## src/rtl/core/psr_pkg.sv

```systemverilog
// ----------------------------------------------------------------------------
// PID speed regulator package
// Shared constants, register map, request codes and pipeline payload types.
// ----------------------------------------------------------------------------
package psr_pkg;

	localparam int unsigned FracBits = 24;
	localparam int unsigned AddrW    = 5;

	localparam logic [15:0]        SetpointRst    = 16'd1000;
	localparam logic signed [31:0] GainPropRst    = -32'sd100663;
	localparam logic signed [31:0] GainIntegRst   = -32'sd201;
	localparam logic signed [31:0] GainDerivRst   = -32'sd335544;
	localparam logic [15:0]        DutyFloorRst   = 16'd0;
	localparam logic [15:0]        DutyCeilingRst = 16'd65535;
	localparam logic [15:0]        DutyDefaultRst = 16'd32768;

	typedef enum logic [2:0] {
		REG_SETPOINT     = 3'd0,
		REG_GAIN_PROP    = 3'd1,
		REG_GAIN_INTEG   = 3'd2,
		REG_GAIN_DERIV   = 3'd3,
		REG_DUTY_FLOOR   = 3'd4,
		REG_DUTY_CEILING = 3'd5,
		REG_DUTY_DEFAULT = 3'd6
	} reg_idx_t;

	typedef enum logic {
		REQ_TICK    = 1'b0,
		REQ_RESTART = 1'b1
	} req_kind_t;

	typedef struct packed {
		logic [15:0]        setpoint;
		logic signed [31:0] gain_prop;
		logic signed [31:0] gain_integ;
		logic signed [31:0] gain_deriv;
		logic [15:0]        duty_floor;
		logic [15:0]        duty_ceiling;
		logic [15:0]        duty_default;
	} cfg_t;

	typedef struct packed {
		logic               restart;
		logic signed [16:0] err;
		logic signed [31:0] esum;
		logic signed [17:0] deriv;
	} err_pl_t;

	typedef struct packed {
		logic               restart;
		logic signed [39:0] corr;
	} corr_pl_t;

endpackage

```

## src/rtl/core/psr_err_track.sv

```systemverilog
// ----------------------------------------------------------------------------
// PID speed regulator error tracking stage
// Forms the speed error, the saturating integral and the error difference.
// ----------------------------------------------------------------------------
module psr_err_track (
	input  logic                clk,
	input  logic                arst_n,
	input  logic [15:0]         setpoint,
	input  logic                up_valid,
	output logic                up_ready,
	input  logic                up_restart,
	input  logic [15:0]         up_speed,
	output logic                dn_valid,
	input  logic                dn_ready,
	output psr_pkg::err_pl_t    dn
);
	import psr_pkg::*;

	logic               v_s2;
	err_pl_t            pl_s2;
	logic signed [31:0] err_sum_q;
	logic signed [16:0] err_prev_q;

	logic               take;
	logic signed [16:0] err;
	logic signed [32:0] sum_wide;
	logic signed [31:0] sum_sat;
	logic signed [17:0] deriv;

	assign up_ready = !v_s2 || dn_ready;
	assign take     = up_valid && up_ready;
	assign dn_valid = v_s2;
	assign dn       = pl_s2;

	always_comb begin
		err      = $signed({1'b0, up_speed}) - $signed({1'b0, setpoint});
		sum_wide = {{16{err[16]}}, err} + {err_sum_q[31], err_sum_q};
		if (sum_wide[32] != sum_wide[31]) begin
			sum_sat = sum_wide[32] ? {1'b1, 31'd0} : {1'b0, {31{1'b1}}};
		end else begin
			sum_sat = sum_wide[31:0];
		end
		deriv = {err[16], err} - {err_prev_q[16], err_prev_q};
	end

	always_ff @(posedge clk or negedge arst_n) begin
		if (!arst_n) begin
			v_s2       <= 1'b0;
			err_sum_q  <= '0;
			err_prev_q <= '0;
		end else begin
			if (take) begin
				v_s2 <= 1'b1;
				if (up_restart) begin
					err_sum_q  <= '0;
					err_prev_q <= '0;
				end else begin
					err_sum_q  <= sum_sat;
					err_prev_q <= err;
				end
			end else if (dn_ready) begin
				v_s2 <= 1'b0;
			end
		end
	end

	always_ff @(posedge clk) begin
		if (take) begin
			pl_s2.restart <= up_restart;
			pl_s2.err     <= err;
			pl_s2.esum    <= sum_sat;
			pl_s2.deriv   <= deriv;
		end
	end

endmodule

```

## config.mk

```make
export PLATFORM = sky130hd
export DESIGN_NAME = psr_err_track
export DESIGN_NICKNAME = d
export VERILOG_FILES = /design/src/rtl/core/psr_pkg.sv /design/src/rtl/core/psr_err_track.sv
export SDC_FILE = /design/constraint.sdc
export NUM_CORES = 1
export LEC_CHECK = 0
export BUFFER_PORTS_ARGS = -buffer_cell sky130_fd_sc_hd__buf_2
export CAP_MARGIN = 20
export CORE_ASPECT_RATIO = 1.4
export CORE_MARGIN = 5
export CORE_UTILIZATION = 50
export CTS_CLUSTER_DIAMETER = 80
export DETAILED_ROUTE_END_ITERATION = 6
export GPL_TIMING_DRIVEN = 1
export HOLD_SLACK_MARGIN = 0.15
export PLACE_DENSITY = 0.71
export SYNTH_ARGS = -nofsm -noshare
export SYNTH_HDL_FRONTEND = slang
export SYNTH_SLANG_ARGS = --single-unit
```

## constraint.sdc

```tcl
create_clock -name clk -period 7.6 [get_ports clk]
set_clock_uncertainty 0.15 [all_clocks]
set_input_delay 1.14 -clock clk [delete_from_list [all_inputs] [get_ports clk]]
set_output_delay 1.14 -clock clk [all_outputs]
set_load 0.01 [all_outputs]
```

==> metrics <==
outcome=complete, no violations; Die W=about 110 um; clk slew on worst S/H paths=0.05 ns; share of the synthesized area in the top cell type=27.4%; Synth Area in Compound Gates=between 10% and 20%; VDD IR-drop max=between 0.2 and 0.25 mV; sequential area share after synthesis=44.3%; IO buf count=106; CP Launch Type=input pin; Setup CP Type=input pin to flop; Static Leak=between 3 and 4 nW; fin cells=1,091; dominant synthesized flop cell=edfxtp_1; syn_nets=884; fin crit period=between 6 and 7 ns; largest net degree at the start of global routing=72; min-delay worst type=flop to flop; GP Congestion=0.932; vias=6,065; Synth Area per Inst=approximately 9.6 um^2; largest family of logic cells by synthesized area=compound AO/OA/AOI/OAI gates; fraction of synthesized area in multiplexers=0.723%; grt ovf=0; Pre-Repair DR Iteration Count=5; CTS Buf Count=17; MaxCap Viol Count=0; DR WL/cell=roughly 17 um; Die Ht=154 um; fin. max-slew vios=0; Clock Latency Late Sink=0.41 ns; first-iteration detailed-routing DRC count=277; Core Area=14,600 um^2; Yosys reg bits=roughly 120; number of vias per cell=5.56; worst slew pin tran=1.09 ns; ANT nets after route=0; TritonCTS clock tree=built; GRT Max-Usage Layer=met2; die area=17,500 um^2; Post-Syn Area=around 7400 um^2; post-layout util=60.2%; Clock Tree Buf Depth=2; Finished Cell Area=8770 um^2; fin crit share=85.7%; Post-CTS Setup Repair Bufs=0; nets@finish=995; placed insts=between 1,000 and 1,500; hpwl dp=~13,000 um; first-pass GRT wire length=30,300 um; Site Rows=52; Initial Util=51.1%; setup TNS=0 ns; Post-synth EDFFs=68; Hold-fix buffers, CTS=0; io pins=roughly 110; initial antenna violation count=0; Hold Fails Final Rpt=0; max_slew headroom=a little over a quarter; final WL=18,300 um; layout cells sized above 1=18.0%; Worst setup EP type=flop; Clock Sinks=about 120; Total GRT Usage=21.5%; # resized after CTS=0; Async S/R FF share, synth=42.4%; synth warn=0; Critical Path Fanout Max=30; simple-gate share of the synthesized area=between 10% and 20%; Worst Path Required=7.76 ns; Synth cell types=65; placed inst area=8190 um^2; Layout Area Growth over Synthesis=17.9%; Mapped Cells=~800; diode count=0; RSZ-0062 raised after global routing=false; post-synth top area cell=edfxtp_1; power density cells=459 nW/um^2; CP arrival=6.67 ns; H-Tree Depth=4; met3 global-route usage=3.67%; met2 GRT Util=40.2%; area share of fa/ha/maj cells after synthesis=a little under an eighth; Final Setup Violations=0; Global Route met1 Usage=24.2%; Remaining DRCs=0; Synth area leaders=edfxtp_1 27%, dfrtp_1 17%, ha_1 11%; Max Clock Freq=154 MHz; Post-Synth XOR/XNOR Area=about 6.0%; vias in the first global route=6,246; clk root buf=clkbuf_16
[Yosys cell counts, drive strengths merged, types with 4 or more instances]
cell type,count
inv,78
nand2,78
o21ai,71
edfxtp,68
nor2,67
ha,66
a21oi,56
dfrtp,50
xnor2,35
nor3,20
a21o,18
xor2,16
clkbuf,15
nand3,12
o211ai,9
a211oi,8
buf,7
o21bai,7
a31oi,6
nand2b,6
nand4,6
nor2b,6
o21a,6
a21boi,5
a22o,5
or3,5
and3,4
[kinds of logic (layout without fill, tap and decap cells)]
group / Yosys count / after routing
AOI/OAI and AO/OA: 220 / 220
and+or+nand+nor: 215 / 215
DFF: 118 / 118
buffers and inverters: 101 / 225
adders and majority gates: 69 / 69
xor gates and xnor gates: 51 / 51
muxes: 4 / 4
[final timing paths]
| kind | slack [ns] | start | to | cells after the start |
|---|---|---|---|---|
| max in group asynchronous | 6.13 | arst_n | err_sum_q[6]$_DFFE_PN0P_ | 2 |
| setup / recovery | 1.09 | up_speed[0] | err_sum_q[15]$_DFFE_PN0P_ | 24 |
| setup reg to reg | 3.72 | err_sum_q[7]$_DFFE_PN0P_ | err_sum_q[15]$_DFFE_PN0P_ | 10 |
| min in group asynchronous | 0.71 | arst_n | err_sum_q[20]$_DFFE_PN0P_ | 2 |
| hold / removal | 0.34 | err_sum_q[0]$_DFFE_PN0P_ | err_sum_q[0]$_DFFE_PN0P_ | 2 |
| hold reg to reg | 0.34 | err_sum_q[0]$_DFFE_PN0P_ | err_sum_q[0]$_DFFE_PN0P_ | 2 |
[through the flow]
step / setup slack (ns) / total power [mW] / hold WS (ns)
after global routing: 0.593 / 4.35 / 0.369
after global placement: 0.757 / 3.20 / 0.320
final: 1.09 / 4.03 / 0.339
after CTS: 1.11 / 4.04 / 0.342
after floorplan: 1.26 / 2.67 / 0.300
after detailed placement: 0.751 / 3.22 / 0.331
[power by group]
part           switching, mW  total [mW]  internal, mW  leakage, nW
logic                   1.27        2.11         0.835         2.40
registers             0.0982        1.12          1.02         1.29
clock network          0.287       0.798         0.511        0.277
[critical path, cell delays in order]
cell and delay, ns:
buf_2 0.09, inv_1 0.06, ha_1 0.14, inv_1 0.05, fa_1 0.40, a21o_1 0.22, a21oi_1 0.26, o21a_1 0.18
o21ai_0 0.15, nand3_1 0.13, a41oi_1 0.18, a21o_1 0.21, a21oi_1 0.14, buf_4 0.31, ha_1 0.38, a21oi_1 0.21
o21bai_1 0.08, a21o_1 0.20, a2111oi_0 0.47, or3_1 0.25, o311ai_1 0.18, o22ai_4 0.84, a21oi_1 0.14, o21ai_0 0.21
[final cells by class]
class / instances / area [um^2]
Inverter: 79 / 298
Clock buffer: 18 / 429
Sequential cell: 118 / 3290
Fill cell: 1294 / 5800
Timing Repair Buffer: 114 / 591
Multi-Input combinational cell: 559 / 3770
Clock inverter: 14 / 160
Tap cell: 189 / 236
[layer usage]
layer	up-vias	wire (um)
li1	2988	-
met1	2893	7390
met2	155	9810
met3	29	700
met4	0	444
met5	-	0
[flip-flops by register name (all words and copies together) (netlist names)]
| name | count |
|---|---|
| dn | 68 |
| dn_valid | 1 |
| err_prev_q | 17 |
| err_sum_q | 32 |
[placed cells by master, fill, tap and decap left out, types with 7 or more instances in the layout]
cell type  instances
a211oi_1           8
a21o_1            17
a21oi_1           47
a21oi_2            9
buf_2            106
buf_4              8
clkbuf_16         17
dfrtp_1           50
edfxtp_1          68
ha_1              66
inv_1             78
nand2_1           77
nand3_1           12
nor2_1            67
nor3_1            20
o211ai_1           9
o21ai_0           50
o21ai_1           21
o21bai_1           7
xnor2_1           35
xor2_1            16
No activity file was read; power rests on OpenSTA's default activity.
