File: config.mk
export PLATFORM = sky130hd
export DESIGN_NAME = psr_cfg_regs
export DESIGN_NICKNAME = d
export VERILOG_FILES = /design/src/rtl/core/psr_pkg.sv /design/src/rtl/core/psr_cfg_regs.sv
export SDC_FILE = /design/constraint.sdc
export NUM_CORES = 1
export LEC_CHECK = 0
export BUFFER_PORTS_ARGS = -buffer_cell sky130_fd_sc_hd__buf_2
export CAP_MARGIN = 30
export CORE_MARGIN = 3
export CORE_UTILIZATION = 57
export DETAILED_ROUTE_END_ITERATION = 10
export GPL_TIMING_DRIVEN = 0
export PLACE_DENSITY = 0.86
export SLEW_MARGIN = 20
export SYNTH_ARGS = -nofsm -noshare
export SYNTH_HDL_FRONTEND = slang
export SYNTH_SLANG_ARGS = --single-unit
export TNS_END_PERCENT = 20
File: constraint.sdc
create_clock -name clk -period 2.05 [get_ports clk]
set_input_delay 0.205 -clock clk [delete_from_list [all_inputs] [get_ports clk]]
set_output_delay 0.205 -clock clk [all_outputs]
set_load 0.005 [all_outputs]
File: src/rtl/core/psr_pkg.sv
// ----------------------------------------------------------------------------
// PID speed regulator package
// Shared constants, register map, request codes and pipeline payload types.
// ----------------------------------------------------------------------------
package psr_pkg;

	localparam int unsigned FracBits = 24;
	localparam int unsigned AddrW    = 5;

	localparam logic [15:0]        SetpointRst    = 16'd1000;
	localparam logic signed [31:0] GainPropRst    = -32'sd100663;
	localparam logic signed [31:0] GainIntegRst   = -32'sd201;
	localparam logic signed [31:0] GainDerivRst   = -32'sd335544;
	localparam logic [15:0]        DutyFloorRst   = 16'd0;
	localparam logic [15:0]        DutyCeilingRst = 16'd65535;
	localparam logic [15:0]        DutyDefaultRst = 16'd32768;

	typedef enum logic [2:0] {
		REG_SETPOINT     = 3'd0,
		REG_GAIN_PROP    = 3'd1,
		REG_GAIN_INTEG   = 3'd2,
		REG_GAIN_DERIV   = 3'd3,
		REG_DUTY_FLOOR   = 3'd4,
		REG_DUTY_CEILING = 3'd5,
		REG_DUTY_DEFAULT = 3'd6
	} reg_idx_t;

	typedef enum logic {
		REQ_TICK    = 1'b0,
		REQ_RESTART = 1'b1
	} req_kind_t;

	typedef struct packed {
		logic [15:0]        setpoint;
		logic signed [31:0] gain_prop;
		logic signed [31:0] gain_integ;
		logic signed [31:0] gain_deriv;
		logic [15:0]        duty_floor;
		logic [15:0]        duty_ceiling;
		logic [15:0]        duty_default;
	} cfg_t;

	typedef struct packed {
		logic               restart;
		logic signed [16:0] err;
		logic signed [31:0] esum;
		logic signed [17:0] deriv;
	} err_pl_t;

	typedef struct packed {
		logic               restart;
		logic signed [39:0] corr;
	} corr_pl_t;

endpackage

File: src/rtl/core/psr_cfg_regs.sv
// ----------------------------------------------------------------------------
// PID speed regulator configuration registers
// APB-style register file holding setpoint, gains and duty limits.
// ----------------------------------------------------------------------------
module psr_cfg_regs (
	input  logic                       clk,
	input  logic                       arst_n,
	input  logic                       psel,
	input  logic                       penable,
	input  logic                       pwrite,
	input  logic [psr_pkg::AddrW-1:0]  paddr,
	input  logic [31:0]                pwdata,
	output logic [31:0]                prdata,
	output logic                       pready,
	output psr_pkg::cfg_t              cfg
);
	import psr_pkg::*;

	cfg_t     cfg_q;
	reg_idx_t idx;
	logic     wr_en;

	assign idx    = reg_idx_t'(paddr[AddrW-1:2]);
	assign wr_en  = psel & penable & pwrite;
	assign pready = 1'b1;
	assign cfg    = cfg_q;

	always_ff @(posedge clk or negedge arst_n) begin
		if (!arst_n) begin
			cfg_q.setpoint     <= SetpointRst;
			cfg_q.gain_prop    <= GainPropRst;
			cfg_q.gain_integ   <= GainIntegRst;
			cfg_q.gain_deriv   <= GainDerivRst;
			cfg_q.duty_floor   <= DutyFloorRst;
			cfg_q.duty_ceiling <= DutyCeilingRst;
			cfg_q.duty_default <= DutyDefaultRst;
		end else if (wr_en) begin
			unique case (idx)
				REG_SETPOINT:     cfg_q.setpoint     <= pwdata[15:0];
				REG_GAIN_PROP:    cfg_q.gain_prop    <= $signed(pwdata);
				REG_GAIN_INTEG:   cfg_q.gain_integ   <= $signed(pwdata);
				REG_GAIN_DERIV:   cfg_q.gain_deriv   <= $signed(pwdata);
				REG_DUTY_FLOOR:   cfg_q.duty_floor   <= pwdata[15:0];
				REG_DUTY_CEILING: cfg_q.duty_ceiling <= pwdata[15:0];
				REG_DUTY_DEFAULT: cfg_q.duty_default <= pwdata[15:0];
				default: ;
			endcase
		end
	end

	always_comb begin
		unique case (idx)
			REG_SETPOINT:     prdata = {16'd0, cfg_q.setpoint};
			REG_GAIN_PROP:    prdata = $unsigned(cfg_q.gain_prop);
			REG_GAIN_INTEG:   prdata = $unsigned(cfg_q.gain_integ);
			REG_GAIN_DERIV:   prdata = $unsigned(cfg_q.gain_deriv);
			REG_DUTY_FLOOR:   prdata = {16'd0, cfg_q.duty_floor};
			REG_DUTY_CEILING: prdata = {16'd0, cfg_q.duty_ceiling};
			REG_DUTY_DEFAULT: prdata = {16'd0, cfg_q.duty_default};
			default:          prdata = 32'd0;
		endcase
	end

endmodule

==> impl_metrics.py <==
metrics = {
    "layout": {
        "stdcell_count": 997,
        "fillers": 921,
        "seqCellArea_um2": 4120,
        "multi_input_area_um2": 3730,
        "final_util_pct": 73.7,
        "nNetsFinal": 845,
        "drive_gt1_share_pct": 72.8,
        "largest_reg_flops": 160,
        "syn_to_final_growth_pct": 25.4,
    },
    "floorplan": {
        "die_w_um": 126,
        "num_rows": 43,
        "initial_core_util_pct": 58.8,
        "ios": 235,
        "coreArea_um2": 14000,
        "fp.dieArea_um2": 15900,
        "fp.dieH_um": 126,
    },
    "sta": {
        "rsz0062_at_grt": "false",
        "max_freq_mhz": 500,
        "relSlewSlack_pct": 50.3,
        "period_minus_slack_ps": 2000,
        "skew_ps": 0,
        "worstMarginPinSlew_ps": 745,
        "hold_ws_ps": 42.2,
        "fin_crit_sh_pct": 97.6,
        "drv_slew": 0,
        "setup_viol": 0,
        "hold_viol": 0,
    },
    "worst_hold_path": {
        "hold_path_class": "input pin to register",
        "hold_path_end": "cfg[68]",
        "min_from": "pwdata[20]",
        "holdPathStages": 2,
    },
    "clocking": {
        "cts_sinks": 160,
        "insertion_delay_ps": 430,
        "cts-root-buf": "clkbuf_16",
        "tritoncts": "yes",
        "clk_path_buf_depth": 2,
        "clkTransAtPathRegs_ps": 60,
        "post_cts_buffers": 0,
        "cts_made_buffers": 17,
        "htree_levels": 4,
    },
    "global_route": {
        "track_usage_pct": 30.1,
        "grt_pass1_vias": 6111,
        "antenna_found_initial": 0,
        "grt_overflow": 0,
        "grt_max_degree": 86,
        "grt_first_pass_wirelength_mm": 36.7,
    },
    "worst_setup_path": {
        "crit_arrival_ps": 1800,
        "critPathCaptureType": "output pin",
        "cp.required_ps": 1850,
        "crit_path_max_fanout": 10,
        "startpoint_type": "input pin",
        "cp_common_cell": "buf_2",
        "r2r_start": "cfg[37]",
        "crit_path_max_incr_delay_ps": 580,
        "path_class": "input pin to output pin",
        "cp_slowest_cell": "clkbuf_1",
        "reg2reg_slack_ps": 1220,
        "cp_num_buf_inv": 4,
        "rr_worst_depth": 1,
        "crit_chain": "buf_2, buf_6, clkbuf_1, mux2_2, a22oi_1, nor2_1, buf_2",
        "crit_family": "buffers and inverters",
        "r2r-end": "cfg[37]",
    },
    "synthesis": {
        "synthDistinctLibCells": 32,
        "syn_nets": 593,
        "yosysSeqAreaShare_pct": 50.2,
        "ys_async_sr_fraction_pct": 100,
        "ys_ff_latch": 160,
        "synth_cells": 551,
        "ys_warn_count": 0,
        "synthFlopType": "dfstp_2",
        "syn_area_per_cell_um2": 14.9,
        "netlist_area_um2": 8220,
        "synth-edff-count": 0,
    },
    "placement": {
        "hpwl_mm": 16.8,
        "io_buffers": 231,
        "dpl.cell_count": 963,
        "place_congestion": 0.899,
    },
    "routing": {
        "post_drt_via_cell_ratio": 5.83,
        "wl_per_cell_um": 24.1,
        "num_vias": 5817,
        "antenna_left": 0,
        "drc_errors": 0,
        "first_pass_iters": 5,
        "wirelength_mm": 24.0,
        "drtIter0Drc": 432,
    },
    "power_and_ir_drop": {
        "power_frac_comb_pct": 23.2,
        "seqPwrFrac_pct": 44.0,
        "switchingPower_mw": 2.81,
        "clkPwrFrac_pct": 32.9,
        "vdd_drop_max_uv": 575,
        "p_int_mw": 7.66,
        "power_density_nw_per_um2": 1020,
        "leakage_nw": 4.94,
        "switching_share_pct": 26.8,
    },
    "outcome": {
        "status": "finished, final reports clean",
    },
    "flow_run": {
        "drv_cap": 0,
    },
}
-- cell usage in the layout (no fill, tap or decap), drive strengths merged, types with 2 or more instances in the layout --
cell type / n
buf: 266
mux2: 197
dfstp: 96
dfrtp: 64
clkbuf: 31
nor2: 24
a22oi: 21
o21ai: 16
nand2: 12
nand4b: 12
nor3b: 11
a21oi: 11
mux2i: 11
o221a: 11
nor2b: 7
nor4bb: 5
a221oi: 5
bufinv: 4
clkinv: 3
nand2b: 2
clkinvlp: 2
-- cell families (layout without fill, tap and decap cells) --
group | after synthesis | after routing | synth area share [%]
multiplexers | 208 | 208 | 32.4
buffers and inverters | 42 | 307 | 4.58
other | 1 | 2 | 0.0456
AO/OA/AOI/OAI | 64 | 64 | 5.60
AND/OR/NAND/NOR | 76 | 76 | 7.17
flip-flops | 160 | 160 | 50.2
-- through the flow --
step | setup slack (ps) | TNS (ps) | cell area, um^2 | total power, mW
2_1_floorplan | 636 | 0 | 8220 | 5.79
3_3_place_gp | -1360 | -134130 | 9600 | 6.90
3_5_place_dp | -133 | -807 | 9640 | 7.04
4_1_cts | 52.9 | 0 | 10300 | 10.5
5_1_grt | 3.66 | 0 | 10300 | 10.9
6_report | 49.6 | 0 | 10300 | 10.5
-- layer usage --
layer	global-route usage [%]	up-vias	share of wire, %
li1	-	2539	-
met1	38.6	2989	42
met2	50.1	261	50
met3	7.59	28	7.0
met4	10.1	0	1.5
met5	0	-	0
-- Yosys cell counts (12+ instances only) --
library cell | instances | area share [%]
nor2_1 | 17 | 0.78
dfrtp_1 | 64 | 19
nand2_1 | 12 | 0.55
o21ai_0 | 15 | 0.91
mux2_1 | 20 | 2.7
a22oi_1 | 21 | 1.9
dfstp_2 | 96 | 31
mux2_2 | 87 | 12
mux2_4 | 90 | 16
-- how the worst max path moves through the flow --
stage             start         end  slack (ps)  cells past startpoint
3_3_place_gp     arst_n    cfg[128]       -1360                      1
4_1_cts        paddr[2]  prdata[17]          50                      7
6_report       paddr[2]  prdata[17]          50                      7
3_5_place_dp   paddr[3]   prdata[0]        -130                      7
2_1_floorplan  paddr[2]    cfg[154]         640                      6
5_1_grt        paddr[3]  prdata[29]           4                      7
-- power by group through the flow --
stage	Clock, mW	Sequential, mW	Combinational [mW]
detailed placement	0	4.62	2.43
CTS	3.47	4.58	2.44
global placement	0	4.56	2.35
global route	3.61	4.68	2.61
floorplan	0	4.55	1.24
finish	3.44	4.60	2.43
-- timing repair --
action                                  CTS  global route
hold buffers                              1             0
hold endpoints to repair                 45             0
gates resized for setup                   3             5
endpoints found under the setup margin   11             4
-- cell type report --
class / instances / share of cell area (%)
flip-flops and latches: 160 / 40.0
multi-input cells: 349 / 36.2
repair buffers: 233 / 11.7
clock buffers: 23 / 4.73
plain buffers: 42 / 3.70
well taps: 180 / 2.18
clock inverters: 9 / 1.49
diodes: 1 / 0.0243
Power figures use the tool's default switching activity.
