==> config.mk <==
export PLATFORM = sky130hd
export DESIGN_NAME = psr_duty_clamp
export DESIGN_NICKNAME = d
export VERILOG_FILES = /design/src/rtl/core/psr_pkg.sv /design/src/rtl/core/psr_duty_clamp.sv
export SDC_FILE = /design/constraint.sdc
export NUM_CORES = 1
export LEC_CHECK = 0
export BUFFER_PORTS_ARGS = -buffer_cell sky130_fd_sc_hd__buf_2
export CAP_MARGIN = 0
export CORE_UTILIZATION = 52
export DETAILED_ROUTE_END_ITERATION = 7
export GPL_TIMING_DRIVEN = 0
export PLACE_DENSITY_LB_ADDON = 0.2
export SLEW_MARGIN = 25
export SYNTH_ARGS = -nofsm -noshare
export SYNTH_HDL_FRONTEND = slang
export SYNTH_SLANG_ARGS = --single-unit
==> constraint.sdc <==
create_clock -name clk -period 10.3 [get_ports clk]
set_input_delay 1.03 -clock clk [delete_from_list [all_inputs] [get_ports clk]]
set_output_delay 1.03 -clock clk [all_outputs]
set_load 0.01 [all_outputs]
==> src/rtl/core/psr_pkg.sv <==
// ----------------------------------------------------------------------------
// PID speed regulator package
// Shared constants, register map, request codes and pipeline payload types.
// ----------------------------------------------------------------------------
package psr_pkg;

	localparam int unsigned FracBits = 24;
	localparam int unsigned AddrW    = 5;

	localparam logic [15:0]        SetpointRst    = 16'd1000;
	localparam logic signed [31:0] GainPropRst    = -32'sd100663;
	localparam logic signed [31:0] GainIntegRst   = -32'sd201;
	localparam logic signed [31:0] GainDerivRst   = -32'sd335544;
	localparam logic [15:0]        DutyFloorRst   = 16'd0;
	localparam logic [15:0]        DutyCeilingRst = 16'd65535;
	localparam logic [15:0]        DutyDefaultRst = 16'd32768;

	typedef enum logic [2:0] {
		REG_SETPOINT     = 3'd0,
		REG_GAIN_PROP    = 3'd1,
		REG_GAIN_INTEG   = 3'd2,
		REG_GAIN_DERIV   = 3'd3,
		REG_DUTY_FLOOR   = 3'd4,
		REG_DUTY_CEILING = 3'd5,
		REG_DUTY_DEFAULT = 3'd6
	} reg_idx_t;

	typedef enum logic {
		REQ_TICK    = 1'b0,
		REQ_RESTART = 1'b1
	} req_kind_t;

	typedef struct packed {
		logic [15:0]        setpoint;
		logic signed [31:0] gain_prop;
		logic signed [31:0] gain_integ;
		logic signed [31:0] gain_deriv;
		logic [15:0]        duty_floor;
		logic [15:0]        duty_ceiling;
		logic [15:0]        duty_default;
	} cfg_t;

	typedef struct packed {
		logic               restart;
		logic signed [16:0] err;
		logic signed [31:0] esum;
		logic signed [17:0] deriv;
	} err_pl_t;

	typedef struct packed {
		logic               restart;
		logic signed [39:0] corr;
	} corr_pl_t;

endpackage

==> src/rtl/core/psr_duty_clamp.sv <==
// ----------------------------------------------------------------------------
// PID speed regulator duty update
// Applies the correction to the stored duty, clamps it and holds the result.
// ----------------------------------------------------------------------------
module psr_duty_clamp (
	input  logic                clk,
	input  logic                arst_n,
	input  psr_pkg::cfg_t       cfg,
	input  logic                up_valid,
	output logic                up_ready,
	input  psr_pkg::corr_pl_t   up,
	output logic                rsp_valid,
	input  logic                rsp_ready,
	output logic [15:0]         duty_out,
	output logic                duty_clamped
);
	import psr_pkg::*;

	logic [15:0] duty_q;
	logic        out_valid_q;
	logic [15:0] out_duty_q;
	logic        out_clamped_q;

	logic               take;
	logic signed [40:0] cand;
	logic [15:0]        next_duty;
	logic               next_clamped;

	assign up_ready     = !out_valid_q || rsp_ready;
	assign take         = up_valid && up_ready;
	assign rsp_valid    = out_valid_q;
	assign duty_out     = out_duty_q;
	assign duty_clamped = out_clamped_q;

	always_comb begin
		cand = $signed({25'd0, duty_q}) + $signed({up.corr[39], up.corr});
		if (up.restart) begin
			next_duty    = cfg.duty_default;
			next_clamped = 1'b0;
		end else if (cand < $signed({25'd0, cfg.duty_floor})) begin
			next_duty    = cfg.duty_floor;
			next_clamped = 1'b1;
		end else if (cand > $signed({25'd0, cfg.duty_ceiling})) begin
			next_duty    = cfg.duty_ceiling;
			next_clamped = 1'b1;
		end else begin
			next_duty    = cand[15:0];
			next_clamped = 1'b0;
		end
	end

	always_ff @(posedge clk or negedge arst_n) begin
		if (!arst_n) begin
			out_valid_q <= 1'b0;
			duty_q      <= DutyDefaultRst;
		end else begin
			if (take) begin
				out_valid_q <= 1'b1;
				duty_q      <= next_duty;
			end else if (rsp_ready) begin
				out_valid_q <= 1'b0;
			end
		end
	end

	always_ff @(posedge clk) begin
		if (take) begin
			out_duty_q    <= next_duty;
			out_clamped_q <= next_clamped;
		end
	end

endmodule

==> impl_metrics.py, run 1 <==
metrics = {
    "run_status": {
        "status": "finished, violations left",
        "violations": "design-rule violations",
    },
    "final_layout": {
        "areaGrowthSynthToFinish_pct": 15.6,
        "final_net_count": 960,
        "fin_util": 0.630,
        "final_cell_mix": "111 x buf_2, 54 x a21oi_1, 53 x inv_1",
        "final_common_cell": "buf_2",
        "multi_input_area_um2": 3440,
        "fillers": 798,
        "drive_gt1_frac": 0.249,
        "regArea_um2": 937,
        "diodes": 0,
    },
    "detailed_routing": {
        "post_drt_wl_per_cell_um": 19.9,
        "viasPerCell": 6.43,
        "drcViolationCount": 10,
        "antenna_left": 0,
        "dr.pass1.iters": 8,
        "drt-total-wl_um": 16200,
        "vias": 5246,
        "drtIter0Drc": 470,
    },
    "logic_synthesis": {
        "async_reset_ff_frac": 0.500,
        "ys.flop_type": "edfxtp_1",
        "yosysWarnings": 0,
        "synth_cells": 593,
        "syn-cell-area_um2": 4820,
        "synth_edf_count": 17,
        "netlist.top_cell.by_area": "ha_1",
        "synth_nets": 846,
        "ys_types": 82,
        "ys_seq_area_frac": 0.194,
        "ys_ff_latch": 34,
        "syn-mean-instance-area_um2": 8.13,
        "yosys-top-cells-area": "ha_1 12%, edfxtp_1 11%, dfrtp_1 8.3%",
        "netlist.area_leader.share": 0.122,
    },
    "critical_path": {
        "crit_buf_inv": 3,
        "crit_path_start_kind": "input port",
        "crit_required_ns": 10.43,
        "critPathMaxFanout": 10,
        "slowest_delay_ns": 0.45,
        "crit_path_end_kind": "flip-flop",
        "crit_slowest_cell": "clkbuf_1",
        "path_cells": "buf_2 > ha_1 > fa_1 > a211oi_1 > o21ai_2 > a31oi_1 > o21ai_0 > xor2_1 > ha_1 > a21oi_1 > nor2_1 > a2111oi_0 > o21ai_0 > a21oi_1 > a32o_1 > buf_6 > clkbuf_1 > nand3b_1 > o211ai_1",
        "crit_family": "compound AO/OA/AOI/OAI gates",
        "arrival_ns": 5.68,
        "crit_type": "input port to flip-flop",
    },
    "timing": {
        "whs_ns": 0.601,
        "fmax_ghz": 0.180,
        "setup_viol": 0,
        "finalCritPeriodShare": 0.539,
        "worst_pin_slew_ns": 0.612,
        "setup_ws_ns": 4.75,
        "finalCriticalPeriod_ns": 5.55,
        "fin_skew_ns": 0.0101,
        "hold_viol_final": 0,
        "fin_tns_setup_ns": 0,
        "slew_viol_final": 0,
        "slew_headroom": 0.591,
        "rsz0062_at_grt": "no",
    },
    "run": {
        "maxCapViolCount": 0,
    },
    "floorplanning": {
        "die_x_um": 98.3,
        "die_y_um": 98.3,
        "initial_utilization": 0.545,
        "dieArea_um2": 9660,
        "core_um2": 8850,
        "io-pin-count": 224,
        "row_count": 34,
    },
    "clock_network": {
        "cts_setup_buffers": 0,
        "clkSinkCount": 34,
        "insertion_delay_ns": 0.29,
        "htreeDepth": 2,
        "hold_buffers": 0,
        "cts_buffer_depth": 2,
        "clockRootBuffer": "clkbuf_8",
        "cts_tree": "built",
        "clk_pin_slew_worst_paths_ns": 0.07,
        "cts_resized": 0,
        "cts_buffers": 5,
    },
    "global_route": {
        "antenna_found_initial": 0,
        "grt_use_total": 0.334,
        "grt_pass1_vias": 5128,
        "grt_max_degree": 18,
        "overflow": 0,
        "grt_pass1_wl_um": 25400,
    },
    "placement": {
        "io_buffers": 107,
        "place_ws_ns": 4.67,
        "dpl.hpwl_um": 13600,
        "gp_congestion": 0.962,
    },
    "pwr": {
        "total_power_mw": 0.678,
        "ir_drop_mv": 0.0547,
        "leakage_nw": 2.50,
        "power_density_nw_per_um2": 122,
    },
    "min_path": {
        "hp-class": "flip-flop to flip-flop",
    },
}
==> worst reg2reg max path: stages (launching register included) <==
cell and delay [ns]:
dfrtp_1 0.42, ha_1 0.23, fa_1 0.43, a211oi_1 0.42, o21ai_2 0.15, a31oi_1 0.32
o21ai_0 0.18, xor2_1 0.33, ha_1 0.32, a21oi_1 0.13, nor2_1 0.05, a2111oi_0 0.35
o21ai_0 0.15, a21oi_1 0.36, a32o_1 0.26, buf_6 0.14, clkbuf_1 0.45, nand3b_1 0.15
o211ai_1 0.12
==> kinds of logic (layout without fill, tap and decap cells) <==
group / count (synthesis) / in the layout / share of synthesized area
simple gates: 193 / 193 / 0.224
compound gates: 191 / 191 / 0.287
buf+inv: 88 / 203 / 0.0909
fa+ha+maj: 48 / 48 / 0.126
flops: 34 / 34 / 0.194
mux: 23 / 23 / 0.0488
xor+xnor: 16 / 16 / 0.0291
==> sequential cells by signal (all words and copies together), names as in the netlist <==
signal        cells
duty_clamped      1
duty_out         16
duty_q           16
rsp_valid         1
==> cells in the mapped netlist, drive strengths merged (4+ instances only) <==
cell type,instances
mux2i,19
nand2,32
ha,47
o21ai,34
a31oi,4
and2,7
buf,22
and4,4
xnor2,9
nand3,16
inv,53
a21o,13
xor2,7
mux2,4
clkbuf,13
edfxtp,17
a221oi,17
o21a,5
a211oi,5
nand2b,10
nor2,41
nand4,26
a22oi,18
a21oi,57
and3,6
nor3,28
o211ai,7
dfrtp,16
nor4,6
==> area by class of cell <==
type | count | share of cell area
multi-input cells | 471 | 0.618
clock buffers | 6 | 0.0130
clock inverters | 2 | 0.00157
repair buffers | 107 | 0.0961
well taps | 108 | 0.0243
flip-flops and latches | 34 | 0.168
plain buffers | 35 | 0.0429
inverters | 53 | 0.0357
==> final timing paths <==
path | start | to | slack [ns] | depth (start not counted)
max in group asynchronous | arst_n | duty_q[15]$_DFFE_PN1P_ | 9.29 | 1
max | up[0] | duty_out[2]$_DFFE_PP_ | 4.75 | 19
min in group asynchronous | arst_n | duty_q[1]$_DFFE_PN0P_ | 0.68 | 1
min reg2reg | duty_q[15]$_DFFE_PN1P_ | duty_q[15]$_DFFE_PN1P_ | 0.60 | 2
min | duty_q[15]$_DFFE_PN1P_ | duty_q[15]$_DFFE_PN1P_ | 0.60 | 2
max reg2reg | duty_q[0]$_DFFE_PN0P_ | duty_out[2]$_DFFE_PP_ | 5.15 | 18
==> per-stage QoR <==
stage / instance area [um^2] / std cells
after floorplan: 4820 / 593
after global placement: 5490 / 808
after detailed placement: 5490 / 808
after CTS: 5570 / 816
after global routing: 5570 / 816
final: 5570 / 816
==> where the power goes <==
group	leakage, nW	total (mW)	switching [mW]	internal [mW]
logic	2.10	0.409	0.247	0.162
clock network	0.0426	0.0977	0.0512	0.0465
registers	0.366	0.171	0.0117	0.159
==> layer usage <==
metal	global-route usage	vias to the layer above	share of wire
li1	-	2473	-
met5	0	-	0
met2	0.615	308	0.50
met1	0.404	2416	0.40
met3	0.0315	49	0.080
met4	0.117	0	0.025
Note: power is estimated with default switching activity, not from simulation.
==> run 2, diff against run 1 <==
Settings changed: ABC_AREA from default to 1, CORE_UTILIZATION 52 to 49.
Clock period 10.3 ns to 5.7 ns, I/O delays scaled along.
==> run 2 against run 1 <==
Against the previous run: the run now ends clean; clock skew fell by 0.0044 ns; sequential power grew 81%; routed wire length fell by 5.5%; final cell count increased by 36%; first-iteration DRC count decreased by 24%; count of clock-buffer cells in the layout did not move; flip-flop and latch count stayed put; clock power rose by 95%; worst setup slack worse by 3.3 ns.
==> impl_metrics.py, run 2 <==
metrics = {
    "run_status": {
        "status": "finished, final reports clean",
    },
    "global_route": {
        "antenna_found_initial": 0,
        "grt_pass1_wl_um": 23900,
        "grt_max_degree": 27,
        "grt_pass1_vias": 4970,
        "grt_use_total": 0.295,
        "overflow": 0,
    },
    "critical_path": {
        "crit_buf_inv": 3,
        "crit_family": "simple AND/OR/NAND/NOR gates",
        "critPathMaxFanout": 10,
        "crit_path_frequent_cell": "nand2_1",
        "arrival_ns": 4.25,
        "crit_required_ns": 5.74,
        "slowest_delay_ns": 0.46,
        "crit_path_end_kind": "flip-flop",
        "crit_path_start_kind": "input port",
        "crit_type": "input port to flip-flop",
        "crit_slowest_cell": "fa_1",
    },
    "logic_synthesis": {
        "synth_cells": 862,
        "syn-cell-area_um2": 5030,
        "synth-simple-area-share": 0.499,
        "netlist.top_cell.by_area": "nand2_1",
        "synth_nets": 1115,
        "yosysWarnings": 0,
        "ys_seq_area_frac": 0.186,
        "ys_types": 45,
        "syn-mean-instance-area_um2": 5.84,
        "synth_edf_count": 17,
        "yosys-top-cells-area": "nand2_1 27%, ha_1 12%, edfxtp_1 10%",
        "muxShareOfSynthArea": 0,
        "synth_compound_area_frac": 0.0544,
        "synth_top_family_by_area": "simple AND/OR/NAND/NOR gates",
        "netlist.area_leader.share": 0.266,
        "synth_common_cells": "357 x nand2_1, 120 x inv_1, 60 x nor2_1",
        "synth_fa_ha_area_frac": 0.121,
        "ys_ff_latch": 34,
        "ys.flop_type": "edfxtp_1",
        "synth.most_common_cell": "nand2_1",
        "async_reset_ff_frac": 0.500,
        "synthXorXnorAreaFrac": 0.0244,
    },
    "floorplanning": {
        "dieArea_um2": 10700,
        "die_x_um": 103,
        "io-pin-count": 224,
        "core_um2": 9860,
        "die_y_um": 103,
        "initial_utilization": 0.510,
        "row_count": 36,
    },
    "clock_network": {
        "cts_resized": 0,
        "htreeDepth": 2,
        "cts_buffers": 5,
        "cts_setup_buffers": 0,
        "clk_pin_slew_worst_paths_ns": 0.08,
        "clkSinkCount": 34,
        "clockRootBuffer": "clkbuf_8",
        "cts_tree": "built",
        "cts_buffer_depth": 2,
        "hold_buffers": 0,
        "insertion_delay_ns": 0.29,
    },
    "placement": {
        "dpl.hpwl_um": 13200,
        "gp_congestion": 0.931,
        "io_buffers": 110,
    },
    "timing": {
        "whs_ns": 0.189,
        "setup_viol": 0,
        "slew_viol_final": 0,
        "finalCritPeriodShare": 0.739,
        "finalCriticalPeriod_ns": 4.21,
        "worst_pin_slew_ns": 0.551,
        "fin_tns_setup_ns": 0,
        "rsz0062_at_grt": "no",
        "slew_headroom": 0.633,
        "fin_skew_ns": 0.00569,
        "hold_viol_final": 0,
        "fmax_ghz": 0.237,
    },
    "final_layout": {
        "areaGrowthSynthToFinish_pct": 16.1,
        "drive_gt1_frac": 0.186,
        "diodes": 0,
        "final_cell_mix": "357 x nand2_1, 120 x inv_1, 113 x buf_2",
        "final_net_count": 1232,
        "final_common_cell": "nand2_1",
        "fillers": 1041,
    },
    "pwr": {
        "intPower_mw": 0.656,
        "sequentialPowerShare": 0.247,
        "power_frac_comb": 0.600,
        "ir_drop_mv": 0.142,
        "switchingPower_mw": 0.598,
        "sw_frac_of_total": 0.476,
        "power_density_nw_per_um2": 214,
        "total_power_mw": 1.25,
        "pwr-share-clk": 0.152,
        "leakage_nw": 3.41,
    },
    "min_path": {
        "hp-class": "input port to async pin",
    },
    "detailed_routing": {
        "drtIter0Drc": 355,
        "viasPerCell": 5.18,
        "vias": 5766,
        "antenna_left": 0,
        "drcViolationCount": 0,
        "drt-total-wl_um": 15300,
        "post_drt_wl_per_cell_um": 13.8,
        "dr.pass1.iters": 5,
    },
    "run": {
        "maxCapViolCount": 0,
    },
}
==> run 2: changes by cell type in the layout (fill, tap and decap cells not counted), moves of 17 or more <==
cell / before / now
nand3_1: 15 / 56
a22oi_1: 18 / 0
nor2_1: 40 / 60
inv_1: 53 / 120
mux2i_1: 19 / 0
nand2_1: 30 / 357
nor3_1: 27 / 8
a21oi_1: 54 / 37
==> run 2: power by group through the flow <==
stage,Sequential (mW),Clock (mW),Combinational (mW)
floorplan,0.316,0,0.521
global placement,0.315,0,0.731
detailed placement,0.315,0,0.741
CTS,0.311,0.191,0.745
global route,0.314,0.205,0.860
finish,0.310,0.191,0.753
==> run 2: per-stage QoR <==
step	cell area, um^2	setup WS [ns]	util	instances
2_1_floorplan	5030	2.01	-	862
3_3_place_gp	5750	1.23	0.583	1105
3_5_place_dp	5750	1.21	0.583	1105
4_1_cts	5850	1.51	0.593	1113
5_1_grt	5850	1.07	0.593	1113
6_report	5850	1.49	0.593	1113
==> run 2: final timing paths <==
path	from	to	slack (ns)	cells after the start
min	arst_n	duty_q[5]$_DFFE_PN0P_	0.19	1
max	up[0]	duty_out[12]$_DFFE_PP_	1.49	25
max reg2reg	duty_q[0]$_DFFE_PN0P_	duty_out[12]$_DFFE_PP_	1.49	24
max in group asynchronous	arst_n	duty_q[15]$_DFFE_PN1P_	5.19	1
min reg2reg	duty_q[10]$_DFFE_PN0P_	duty_q[10]$_DFFE_PN0P_	0.49	2
min in group clk	duty_q[10]$_DFFE_PN0P_	duty_q[10]$_DFFE_PN0P_	0.49	2
==> run 2: cells by family (layout without fill, tap and decap cells) <==
family	after synthesis	count (layout)
xor+xnor	14	14
buf+inv	147	265
fa+ha+maj	48	48
flops	34	34
compound gates	50	50
simple gates	569	569
==> run 2: metal layers <==
| layer | track usage | wire length [um] | vias up |
|---|---|---|---|
| met5 | 0 | 0 | - |
| met4 | 0.0520 | 258 | 0 |
| met3 | 0.0397 | 1190 | 21 |
| met2 | 0.466 | 6750 | 246 |
| met1 | 0.433 | 7120 | 2531 |
| li1 | - | - | 2968 |
==> run 2: cell type report <==
type / instances / area [um^2] / share of cell area
clock buffers: 6 / 82.6 / 0.0141
well taps: 133 / 166 / 0.0285
flip-flops and latches: 34 / 937 / 0.160
multi-input cells: 681 / 3520 / 0.602
repair buffers: 110 / 551 / 0.0942
clock inverters: 2 / 12.5 / 0.00214
inverters: 135 / 512 / 0.0875
plain buffers: 12 / 67.6 / 0.0116
